File: src/hw/rtl/npcm_pkg.sv
// Shared types and constants for the nearest palette color match core.
`timescale 1ns / 1ps
`default_nettype none

package npcm_pkg;

  // Palette geometry.
  localparam int PALETTE_SIZE = 16;
  localparam int IDX_W = (PALETTE_SIZE > 1) ? $clog2(PALETTE_SIZE) : 1;
  localparam int SLOT_W = 4;
  localparam int SLOT_CMP_W = (IDX_W > SLOT_W) ? IDX_W : SLOT_W;
  localparam int COLOR_W = 8;
  localparam int ENTRY_W = 3 * COLOR_W;

  // Distance arithmetic: the squares of weights 30, 59 and 11 (900, 3481, 121), applied to squared differences.
  localparam int SQ_W = 2 * COLOR_W;
  localparam int DIST_W = 29;
  localparam logic [DIST_W-1:0] WSQ_R = DIST_W'(900);
  localparam logic [DIST_W-1:0] WSQ_G = DIST_W'(3481);
  localparam logic [DIST_W-1:0] WSQ_B = DIST_W'(121);
  localparam logic [DIST_W-1:0] DIST_MAX = {DIST_W{1'b1}};

  // Item kinds carried in tuser.
  localparam logic OP_PIXEL = 1'b0;
  localparam logic OP_WRITE = 1'b1;

  // Item as it moves from cell to cell, with the running best match.
  typedef struct packed {
    logic              valid;
    logic              opcode;
    logic [COLOR_W-1:0] red;
    logic [COLOR_W-1:0] green;
    logic [COLOR_W-1:0] blue;
    logic [SLOT_W-1:0] entry_index;
    logic [DIST_W-1:0] best_dist;
    logic [IDX_W-1:0]  best_idx;
  } chain_t;

endpackage

`default_nettype wire

File: src/hw/rtl/npcm_cell.sv
// One palette cell: holds one entry, scores passing pixels against it in three stages.
`timescale 1ns / 1ps
`default_nettype none

module npcm_cell (
  input  wire                          clk,
  input  wire                          rst_n,
  input  wire                          en,
  input  wire [npcm_pkg::IDX_W-1:0]    cell_id,
  input  npcm_pkg::chain_t             chain_in,
  output npcm_pkg::chain_t             chain_out
);
  import npcm_pkg::*;

  logic [ENTRY_W-1:0] entry_r, entry_nxt;
  chain_t             s1_r, s2_r, s3_r;
  logic [SQ_W-1:0]    sq_r_r, sq_g_r, sq_b_r;
  logic [SQ_W-1:0]    sq_r_nxt, sq_g_nxt, sq_b_nxt;
  logic [DIST_W-1:0]  dist_r, dist_nxt;
  chain_t             s3_nxt;
  logic [COLOR_W-1:0] d_r, d_g, d_b;
  logic               hit;

  // A palette write whose slot names this cell.
  assign hit = chain_in.valid && (chain_in.opcode == OP_WRITE) &&
               (SLOT_CMP_W'(chain_in.entry_index) == SLOT_CMP_W'(cell_id));

  always_comb begin
    entry_nxt = entry_r;
    if (hit) begin
      entry_nxt = {chain_in.red, chain_in.green, chain_in.blue};
    end
  end

  // Stage 1: absolute differences against the stored entry, then squares.
  always_comb begin
    d_r = (chain_in.red >= entry_r[23:16]) ? chain_in.red - entry_r[23:16]
                                           : entry_r[23:16] - chain_in.red;
    d_g = (chain_in.green >= entry_r[15:8]) ? chain_in.green - entry_r[15:8]
                                            : entry_r[15:8] - chain_in.green;
    d_b = (chain_in.blue >= entry_r[7:0]) ? chain_in.blue - entry_r[7:0]
                                          : entry_r[7:0] - chain_in.blue;
    sq_r_nxt = SQ_W'(d_r) * SQ_W'(d_r);
    sq_g_nxt = SQ_W'(d_g) * SQ_W'(d_g);
    sq_b_nxt = SQ_W'(d_b) * SQ_W'(d_b);
  end

  // Stage 2: constant weights and the sum.
  assign dist_nxt = DIST_W'(sq_r_r) * WSQ_R + DIST_W'(sq_g_r) * WSQ_G +
                    DIST_W'(sq_b_r) * WSQ_B;

  // Stage 3: a strictly smaller distance takes over, so ties keep the lower index.
  always_comb begin
    s3_nxt = s2_r;
    if (dist_r < s2_r.best_dist) begin
      s3_nxt.best_dist = dist_r;
      s3_nxt.best_idx  = cell_id;
    end
  end

  // Stage registers and the palette entry; reset clears the entry and the valid bits.
  always_ff @(posedge clk) begin
    if (!rst_n) begin
      entry_r    <= '0;
      s1_r.valid <= 1'b0;
      s2_r.valid <= 1'b0;
      s3_r.valid <= 1'b0;
    end else if (en) begin
      entry_r <= entry_nxt;
      s1_r    <= chain_in;
      sq_r_r  <= sq_r_nxt;
      sq_g_r  <= sq_g_nxt;
      sq_b_r  <= sq_b_nxt;
      s2_r    <= s1_r;
      dist_r  <= dist_nxt;
      s3_r    <= s3_nxt;
    end
  end

  assign chain_out = s3_r;

  // A matching write is stored on the edge that moves it into the cell.
  a_write_stored: assert property (@(posedge clk) disable iff (!rst_n)
    (en && hit) |=> (entry_r == $past({chain_in.red, chain_in.green, chain_in.blue})))
    else $error("palette write not stored in its cell");

  // The running best distance never grows across the compare stage.
  a_best_monotonic: assert property (@(posedge clk) disable iff (!rst_n)
    (en && s2_r.valid) |=> (s3_r.best_dist <= $past(s2_r.best_dist)))
    else $error("best distance increased in a cell");

  // The winning index never points past this cell.
  a_idx_bound: assert property (@(posedge clk) disable iff (!rst_n)
    (s3_r.valid && (s3_r.opcode == OP_PIXEL)) |-> (s3_r.best_idx <= cell_id))
    else $error("best index beyond current cell");

endmodule

`default_nettype wire

File: config.mk
export PLATFORM = sky130hd
export DESIGN_NAME = npcm_cell
export DESIGN_NICKNAME = d
export VERILOG_FILES = /design/src/hw/rtl/npcm_pkg.sv /design/src/hw/rtl/npcm_cell.sv
export SDC_FILE = /design/constraint.sdc
export NUM_CORES = 1
export LEC_CHECK = 0
export ABC_AREA = 1
export ABC_CLOCK_PERIOD_IN_PS = 8800
export BUFFER_PORTS_ARGS = -buffer_cell sky130_fd_sc_hd__buf_2
export CORE_MARGIN = 3
export CORE_UTILIZATION = 35
export DETAILED_ROUTE_END_ITERATION = 10
export PLACE_DENSITY = 0.63
export SYNTH_ARGS = -nofsm -noshare
export SYNTH_HDL_FRONTEND = slang
export SYNTH_SLANG_ARGS = --single-unit
File: constraint.sdc
create_clock -name clk -period 8.8 [get_ports clk]
set_input_delay 2.2 -clock clk [delete_from_list [all_inputs] [get_ports clk]]
set_output_delay 2.2 -clock clk [all_outputs]
set_load 0.02 [all_outputs]
# Yosys cells after proc, flatten, opt, wreduce, memory -nomap -nowiden
# Cells that the tools add are included.
[word_totals]
output_inout_bits = 63
register_bits = 290
inputBits = 70
wordCells = 56
[op_classes]
order_cmp = 4
muxes = 4
reduce_logical = 4
multipliers = 6
n_addsub = 8
eq_ne = 1
[ops]
columns = ["cell", "n"]
rows = [
  ["8-bit by 8-bit multiplier with 16-bit output", 3],
  ["8-bit subtractor", 6],
  ["33-bit two-way mux", 1],
  ["26-bit by 28-bit adder with 29-bit output", 1],
  ["29-bit by 23-bit adder with 29-bit output", 1],
  ["29-bit < comparator", 1],
  ["16-bit by 12-bit multiplier with 28-bit output (second input constant)", 1],
  ["8-bit >= comparator", 3],
  ["16-bit by 8-bit multiplier with 24-bit output (second input constant)", 1],
  ["8-bit two-way mux", 3],
  ["16-bit by 7-bit multiplier with 23-bit output (second input constant)", 1],
  ["4-bit equality test", 1],
  ["2-bit AND reduction", 2],
  ["1-bit logical AND", 2],
]

# Depth between registers and ports, before layout
# Gate-level depths: netlist of the first run.
[logic_depth]
depth_word = 3
ltp_mapped = 32
ltp_nobuf = 32

# Least setup slack after synthesis of the first run
# OpenSTA, ideal clock, no wires.
[synth_path]
kind = "input to register"
from = "in rst_n"
to = "reg s3_r (netlist bit chain_out[0]), enable pin"
t_arrival_ns = 7.740
setup_slack_ns = 0.448
path_buffers = 2
setup_ns = 0.612
required_ns = 8.188
stages = 4
cell_sequence = "clkbuf_1 > buf_1 > nand2_1 > inv_1"
[synth_between]
elab_chain_len = 1
[synth_lines]
columns = ["element", "line", "text"]
rows = [
  ["from (decl)", "npcm_cell.sv:7", "input wire rst_n,"],
  ["2-bit AND reduction (no source line)", "-", ""],
  ["to (signal assigned)", "npcm_cell.sv:76", "s3_r <= s3_nxt;"],
  ["to (decl)", "npcm_cell.sv:16", "chain_t s1_r, s2_r, s3_r;"],
]
# No other way between the ends.
# A chain may end at the register's enable or synchronous reset.

# Final worst setup path of the first run
[layout_path]
from = "in chain_in[53] in the netlist's numbering"
to = "reg sq_r_r[13] (data pin)"
[layout_between]
elab_chain_len = 3
elab_cells_between_ends = 5
cone_classes = "add/sub: 2; mul: 1; order compare: 1; mux: 1"
[layout_lines]
columns = ["element", "line", "text"]
rows = [
  ["from (decl)", "npcm_cell.sv:10", "input npcm_pkg::chain_t chain_in,"],
  ["8-bit subtractor, or another cell as far along", "npcm_cell.sv:38", ": entry_r[23:16] - chain_in.red;"],
  ["8-bit two-way mux *", "npcm_cell.sv:37", "d_r = (chain_in.red >= entry_r[23:16]) ? chain_in.red - entry_r[23:16]"],
  ["8-bit by 8-bit multiplier with 16-bit output *", "npcm_cell.sv:43", "sq_r_nxt = SQ_W'(d_r) * SQ_W'(d_r);"],
  ["net sq_r_nxt[13]", "npcm_cell.sv:18", "logic [SQ_W-1:0] sq_r_nxt, sq_g_nxt, sq_b_nxt;"],
  ["to (signal assigned)", "npcm_cell.sv:71", "sq_r_r <= sq_r_nxt;"],
  ["to (decl)", "npcm_cell.sv:17", "logic [SQ_W-1:0] sq_r_r, sq_g_r, sq_b_r;"],
]
# The timed path passes the listed nets; every way through them passes the cells marked *.

==> results of run 1 <==
[sequential cells by signal, summed over array words and instances, names as in the netlist]
| signal | flops |
|---|---|
| sq_b_r | 15 |
| sq_g_r | 15 |
| entry_r | 24 |
| s1_r | 63 |
| dist_r | 29 |
| s2_r | 63 |
| chain_out | 63 |
| sq_r_r | 15 |
[worst max path at each step]
stage | end | slack (ns)
after floorplan | chain_out[0]$_DFFE_PP_ | 0.45
after global placement | sq_g_r[13]$_DFFE_PP_ | 1.10
after detailed placement | sq_r_r[13]$_DFFE_PP_ | 0.97
after CTS | sq_r_r[13]$_DFFE_PP_ | 1.55
after global routing | sq_g_r[12]$_DFFE_PP_ | 1.07
final | sq_r_r[13]$_DFFE_PP_ | 1.52
[final cells by class]
type / instances / share of cell area [%]
diodes: 1 / 0.008657
repair buffers: 137 / 2.459
clock inverters: 16 / 0.6147
clock buffers: 44 / 3.147
flip-flops and latches: 287 / 28.88
well taps: 959 / 4.151
multi-input cells: 1796 / 52.96
inverters: 596 / 7.783
[through the flow]
| step | instances | instance area [sq um] | hold slack [ns] | utilization [%] | setup slack, ns |
|---|---|---|---|---|---|
| 2_1_floorplan | 2712 | 26070 | 0.4003 | - | 0.4484 |
| 6_report | 3836 | 28910 | 0.4093 | 39.42 | 1.521 |
| 3_5_place_dp | 3775 | 27820 | 0.4045 | 37.93 | 0.9678 |
| 4_1_cts | 3835 | 28900 | 0.4087 | 39.41 | 1.551 |
| 3_3_place_gp | 3775 | 27820 | 0.4001 | 37.93 | 1.095 |
| 5_1_grt | 3835 | 28900 | 0.4164 | 39.41 | 1.073 |
[Yosys cell counts (5+ instances only)]
cell type | n | area (sq um)
o211ai_1 | 6 | 45.04
o21ai_1 | 5 | 25.02
a21boi_0 | 9 | 67.56
nor3_1 | 10 | 50.05
buf_2 | 9 | 45.04
fa_1 | 251 | 5025
clkbuf_1 | 18 | 67.56
nand2_1 | 480 | 1802
nand3_1 | 113 | 565.5
a21o_1 | 13 | 97.59
nand4_1 | 21 | 131.4
nor2_1 | 165 | 619.3
o21ai_0 | 66 | 330.3
nor2_4 | 5 | 56.30
inv_1 | 579 | 2173
xnor2_1 | 34 | 297.8
nor2_2 | 5 | 31.28
xor2_1 | 59 | 516.8
ha_1 | 354 | 4429
inv_2 | 16 | 60.06
edfxtp_1 | 260 | 7807
o21bai_1 | 10 | 75.07
nand2_4 | 8 | 90.09
a21oi_1 | 121 | 605.6
dfxtp_1 | 27 | 540.5
nand2_2 | 20 | 125.1
[logic make-up after synthesis]
kind of cell	share of synthesized area [%]
buffers and inverters	9.290
other	0.02883
adders and majority gates	36.30
xor gates and xnor gates	3.127
and+or+nand+nor	13.97
AOI/OAI and AO/OA	5.236
DFF	32.05
[routing by layer]
layer | vias to the layer above | routed length [um]
met5 | - | 13
met4 | 2 | 1399
met3 | 74 | 2151
met2 | 302 | 23330
met1 | 8130 | 25920
li1 | 8875 | -
==> results.ini, run 1 <==
[placement]
port_buffers=132
dp_hpwl_um=43220
gp_congestion=0.8557

[synthesis]
postSynthAreaPerCell_sq_um=9.629
ys_seq_area_share_pct=32.05
ys_seq_elements=287
ys.flop_type=edfxtp_1
synth_edf_count=260
ys_warn_count=0
synth_area_sq_um=26050
async_flop_share_pct=0
syn_inst=2705
ys_types=48

[grt]
grt.met2_usage_pct=22.89
grtUsageMet1_pct=19.47
grt_pass1_wl_um=89510
track_usage_pct=14.02
grt_pass1_vias=17850
antenna_found_initial=1
top_usage_layer=met2
grt_max_degree=156
use_met3_pct=2.082
grt-ovfl-total=0

[critical_path]
critPathLaunch=chain_in[53]
cp_top_family=adder cells
r2r-end=dist_r[27]$_DFFE_PP_
crit_buf_inv=8
endpoint_kind=register
required_ns=9.10
start_kind=input port
crit_cells=30
crit_fanout=7
r2r_slack_ns=2.95
critPathKind=in -> reg
r2r-start=sq_r_r[2]$_DFFE_PP_
crit_path_frequent_cell=nand2_1
rr_worst_depth=22
critical-path-slowest-cell=fa_1
cp.arrival_ns=7.58
critPathMaxStageDelay_ns=0.55

[clock_network]
clockBufferDepth=3
cts_resized=0
root_buffer=clkbuf_16
cts_tree=built
h-tree-depth=2
clkLatencyLatePin_ns=0.54
clk_pin_slew_ns=0.07
cts_buffers=34
postCtsSetupBuffers=0
cts_hold_buf=0
cts.sinks=287

[min_path]
whs_path_depth=0
hold_end=chain_out[52]$_DFFE_PP_
hold_path.class=reg -> reg
hp-start=s2_r[52]$_DFFE_PP_

[timing]
finalCritPeriodShare_pct=82.72
worst_slew_pin_slew_ns=0.9964
period_needed_ns=7.279
hold_violations=0
fmax_mhz=137.4
setup_viol=0
rsz0062_at_grt=no
setup_tns_ns=0
drv_slew=0
clock_skew_ns=0.02182
relSlewSlack_pct=33.58

[floorplan]
rows=99
start_util_pct=35.52
num_io_pins=133
die_w_um=278.8
coreArea_sq_um=73330
fp.dieH_um=278.8
dieArea_sq_um=77730

[flow_run]
maxCapViolCount=0

[layout]
ff_latch_area_sq_um=8348
nFillCells=7254
nNetsFinal=3527
syn_to_final_growth_pct=10.98
multi_input_area_sq_um=15310
layout_common_cells=inv_1 (578), nand2_1 (480), ha_1 (354), edfxtp_1 (260), fa_1 (251)
layout_commonest_cell=inv_1
drive_gt1_share_pct=9.075

[route]
firstDrtPassIters=5
postRouteAntennaNets=0
drc=0
via_per_inst=4.532
finalWirelength_um=52810
drt_iter0_markers=860
wl_per_cell_um=13.77
vias=17380

[run_status]
status=finished, final reports clean

Power of run 1 is not shown: default switching activity piles up to over one toggle a cycle in this logic, so the estimate is an artifact.
==> inputs of run 2 (changes only) <==
--- a/config.mk
+++ b/config.mk
@@ -6,12 +6,12 @@
 export NUM_CORES = 1
 export LEC_CHECK = 0
 export ABC_AREA = 1
-export ABC_CLOCK_PERIOD_IN_PS = 8800
+export ABC_CLOCK_PERIOD_IN_PS = 7200
 export BUFFER_PORTS_ARGS = -buffer_cell sky130_fd_sc_hd__buf_2
 export CORE_MARGIN = 3
 export CORE_UTILIZATION = 35
 export DETAILED_ROUTE_END_ITERATION = 10
-export PLACE_DENSITY = 0.63
+export PLACE_DENSITY = 0.61
 export SYNTH_ARGS = -nofsm -noshare
 export SYNTH_HDL_FRONTEND = slang
 export SYNTH_SLANG_ARGS = --single-unit
==> constraint.sdc (replaced) <==
create_clock -name clk -period 7.2 [get_ports clk]
set_input_delay 1.8 -clock clk [delete_from_list [all_inputs] [get_ports clk]]
set_output_delay 1.8 -clock clk [all_outputs]
set_load 0.02 [all_outputs]
==> run 2 against run 1 <==
  * Final area up 0.75%
  * Critical path depth down 2
  * Highest routed layer unchanged
  * Largest cell class unchanged
  * Sequential share of layout area down 0.21 points
==> results.ini, run 2 (synthesis gave the netlist of run 1 again) <==
[run_status]
status=finished, final reports clean

[min_path]
hold_end=s2_r[57]$_DFFE_PP_
hp-start=s1_r[57]$_DFFE_PP_
whs_path_depth=0
hold_path.class=reg -> reg

[timing]
clock_skew_ns=0.03072
rsz0062_at_grt=no
drv_slew=0
hold_violations=0
period_needed_ns=6.696
worst_slew_pin_slew_ns=1.041
fmax_mhz=149.3
worst_hold_slack_ns=0.4164
finalCritPeriodShare_pct=93.01
setup_viol=0
relSlewSlack_pct=30.62

[flow_run]
maxCapViolCount=0

[clock_network]
h-tree-depth=2
cts_hold_buf=0
clk_pin_slew_ns=0.06
cts_tree=built
cts_resized=0
cts_buffers=34
cts.sinks=287
clockBufferDepth=3
root_buffer=clkbuf_16
postCtsSetupBuffers=0
clkLatencyLatePin_ns=0.55

[critical_path]
start_kind=input port
r2r-start=sq_r_r[4]$_DFFE_PP_
crit_fanout=10
endpoint_kind=register
critPathKind=in -> reg
required_ns=7.50
rr_worst_depth=24
cp.arrival_ns=6.99
r2r-end=dist_r[28]$_DFFE_PP_
r2r_slack_ns=1.22

[floorplan]
coreArea_sq_um=73330
start_util_pct=35.52
fp.dieH_um=278.8
die_w_um=278.8
rows=99
num_io_pins=133
dieArea_sq_um=77730

[route]
wl_per_cell_um=13.71
finalWirelength_um=52970
via_per_inst=4.551
postRouteAntennaNets=0
drc=0
vias=17580
drt_iter0_markers=897
firstDrtPassIters=5

[grt]
grt_pass1_wl_um=90240
grt-ovfl-total=0
grt_pass1_vias=17960
track_usage_pct=14.11
antenna_found_initial=1
grt_max_degree=162

[placement]
dp_hpwl_um=43570
gp_congestion=0.8607
port_buffers=132

[layout]
drive_gt1_share_pct=9.883
diodes=0
syn_to_final_growth_pct=11.81
nFillCells=7280
layout_common_cells=inv_1 (578), nand2_1 (480), ha_1 (354), edfxtp_1 (260), fa_1 (251)
nNetsFinal=3554
layout_commonest_cell=inv_1

## run 2: cell types whose count changed in the layout (fill, tap and decap cells not counted), sizes merged
cell and change:
diode -1, clkbuf -4, buf +27, clkinv +3, bufinv +1, inv +1
## run 2: layer usage
| layer | vias to the layer above | wire length [um] | track usage [%] |
|---|---|---|---|
| met1 | 8249 | 26030 | 19.81 |
| met5 | - | 7 | 0 |
| met2 | 344 | 23640 | 23.12 |
| li1 | 8926 | - | - |
| met4 | 2 | 1104 | 3.178 |
| met3 | 61 | 2192 | 2.140 |
## run 2: cell type report
| cell class | instances | area, sq um | area share, % |
|---|---|---|---|
| Timing Repair Buffer | 164 | 913.4 | 3.136 |
| Sequential cell | 287 | 8348 | 28.67 |
| Tap cell | 959 | 1200 | 4.120 |
| Clock inverter | 21 | 234.0 | 0.8034 |
| Multi-Input combinational cell | 1796 | 15310 | 52.56 |
| Inverter | 596 | 2246 | 7.712 |
| Clock buffer | 40 | 873.3 | 2.999 |
## run 2: worst max path at each step
| stage | from | end | depth (start not counted) | slack [ns] |
|---|---|---|---|---|
| after floorplan | chain_in[53] | sq_r_r[13]$_DFFE_PP_ | 29 | 0.33 |
| after global placement | chain_in[45] | sq_g_r[13]$_DFFE_PP_ | 28 | 0.06 |
| after detailed placement | chain_in[45] | sq_g_r[13]$_DFFE_PP_ | 28 | -0.05 |
| after CTS | chain_in[45] | sq_g_r[13]$_DFFE_PP_ | 28 | 0.53 |
| after global routing | chain_in[45] | sq_g_r[13]$_DFFE_PP_ | 28 | 0.05 |
| final | chain_in[45] | sq_g_r[13]$_DFFE_PP_ | 28 | 0.50 |
## run 2: worst max-delay path: stages
cell,delay [ns]
buf_2,0.13
inv_1,0.06
ha_1,0.13
inv_1,0.06
fa_1,0.42
nand3_1,0.09
nand3_1,0.11
nand2_1,0.15
nand3b_4,0.13
nand2_1,0.15
nand2_4,0.12
nor2_1,0.21
inv_1,0.09
fa_1,0.51
inv_1,0.05
fa_1,0.47
inv_1,0.05
fa_1,0.50
fa_1,0.55
inv_1,0.04
ha_1,0.35
a21oi_1,0.20
a21boi_0,0.24
o21ai_0,0.15
nand2_1,0.11
nand2_1,0.05
nand2_1,0.05
nand2_1,0.04
## run 2: stage by stage
step,TNS (ns),cells,setup WS (ns),cell area (sq um),util [%]
final,0,3863,0.5035,29120,39.71
after global placement,0,3802,0.06152,28010,38.20
after detailed placement,-0.05000,3802,-0.05000,28010,38.20
after global routing,0,3863,0.04638,29120,39.71
after CTS,0,3863,0.5311,29120,39.71
after floorplan,0,2712,0.3287,26080,-
Power of run 2 is left out for the same reason.
==> inputs of run 3 (changes only) <==
--- a/config.mk
+++ b/config.mk
@@ -8,10 +8,12 @@
 export ABC_AREA = 1
 export ABC_CLOCK_PERIOD_IN_PS = 7200
 export BUFFER_PORTS_ARGS = -buffer_cell sky130_fd_sc_hd__buf_2
+export CELL_PAD_IN_SITES_DETAIL_PLACEMENT = 1
+export CELL_PAD_IN_SITES_GLOBAL_PLACEMENT = 2
 export CORE_MARGIN = 3
 export CORE_UTILIZATION = 35
 export DETAILED_ROUTE_END_ITERATION = 10
-export PLACE_DENSITY = 0.61
+export PLACE_DENSITY = 0.83
 export SYNTH_ARGS = -nofsm -noshare
 export SYNTH_HDL_FRONTEND = slang
 export SYNTH_SLANG_ARGS = --single-unit
==> run 3 against run 2 <==
  * Via count up 3.2%
  * Register-to-register slack about the same
  * Die area unchanged
  * Non-clock buffer count up 9
  * Worst setup slack worse by 0.13 ns
==> results.ini, run 3 (synthesis gave the netlist of run 1 again) <==
[run_status]
status=finished, final reports clean

[clock_network]
clkLatencyLatePin_ns=0.54
cts.sinks=287
root_buffer=clkbuf_16
h-tree-depth=2
cts_buffers=35
cts_hold_buf=0
clk_pin_slew_ns=0.06
cts_tree=built
clockBufferDepth=3
postCtsSetupBuffers=0
cts_resized=0

[route]
via_per_inst=4.687
wl_per_cell_um=16.32
postRouteAntennaNets=0
vias=18150
drt_iter0_markers=674
firstDrtPassIters=4
drc=0
finalWirelength_um=63180

[flow_run]
maxCapViolCount=0

[layout]
diodes=0
drive_gt1_share_pct=10.13
nNetsFinal=3564
nFillCells=8414
layout_common_cells=inv_1 (578), nand2_1 (480), ha_1 (354), edfxtp_1 (260), fa_1 (251)
syn_to_final_growth_pct=11.90
stdcell_area_sq_um=29150
layout_commonest_cell=inv_1

[critical_path]
start_kind=input port
endpoint_kind=register
critPathKind=in -> reg
required_ns=7.47
crit_fanout=10
cp.arrival_ns=7.10

[grt]
track_usage_pct=16.70
grt_pass1_wl_um=105700
grt_pass1_vias=20550
antenna_found_initial=1
grt-ovfl-total=0
grt_max_degree=132

[floorplan]
coreArea_sq_um=73330
dieArea_sq_um=77730
start_util_pct=35.52
rows=99
num_io_pins=133
fp.dieH_um=278.8
die_w_um=278.8

[timing]
setup_tns_ns=0
setup_viol=0
finalCritPeriodShare_pct=94.79
final.setup.worst_slack_ns=0.3749
worst_hold_slack_ns=0.4147
relSlewSlack_pct=23.18
rsz0062_at_grt=no
hold_violations=0
worst_slew_pin_slew_ns=1.149
drv_slew=0
clock_skew_ns=0.02351
fmax_mhz=146.5
period_needed_ns=6.825

[placement]
gp_congestion=0.8685
place_ws_ns=-0.1570
port_buffers=132
dp_hpwl_um=53740
postPlaceCellArea_sq_um=28080

[min_path]
hold_path.class=reg -> reg

[run 3: stage by stage]
stage / util [%] / std cells
floorplan: - / 2712
global placement: 38.30 / 3811
detailed placement: 38.30 / 3811
CTS: 39.74 / 3871
global route: 39.75 / 3871
finish: 39.75 / 3871
[run 3: final timing paths]
check                                          from                       to  slack, ns  cells after the start
worst max-delay path                   chain_in[45]     sq_g_r[13]$_DFFE_PP_       0.37                     28
worst min-delay path             s2_r[57]$_DFFE_PP_  chain_out[57]$_DFFE_PP_       0.41                      0
worst max register to register  sq_r_r[4]$_DFFE_PP_     dist_r[28]$_DFFE_PP_       1.22                     25
worst min register to register   s2_r[57]$_DFFE_PP_  chain_out[57]$_DFFE_PP_       0.41                      0
[run 3: metal layers]
| layer | vias to the layer above | wire length, um | GRT usage [%] |
|---|---|---|---|
| li1 | 8927 | - | - |
| met2 | 197 | 32300 | 31.09 |
| met3 | 64 | 1621 | 1.998 |
| met5 | - | 7 | 0 |
| met1 | 8955 | 28450 | 20.99 |
| met4 | 2 | 804 | 2.842 |
[run 3: layout make-up]
type                            count  area (sq um)  share of cell area (%)
Clock inverter                     14         132.6                  0.4550
Inverter                          596          2246                   7.706
Tap cell                          959          1200                   4.117
Timing Repair Buffer              173         980.9                   3.366
Sequential cell                   287          8348                   28.64
Clock buffer                       46         927.1                   3.181
Multi-Input combinational cell   1796         15310                   52.53
[run 3: critical path: stages]
cell and delay, ns:
buf_2 0.12, inv_1 0.06, ha_1 0.13, inv_1 0.06
fa_1 0.38, nand3_1 0.09, nand3_1 0.12, nand2_1 0.17
nand3b_4 0.13, nand2_1 0.15, nand2_4 0.12, nor2_1 0.20
inv_1 0.09, fa_1 0.51, inv_1 0.05, fa_1 0.47
inv_1 0.05, fa_1 0.50, fa_1 0.54, inv_1 0.04
ha_1 0.34, a21oi_1 0.20, a21boi_0 0.31, o21ai_0 0.18
nand2_1 0.11, nand2_1 0.05, nand2_1 0.05, nand2_1 0.04
Power of run 3 is left out for the same reason.
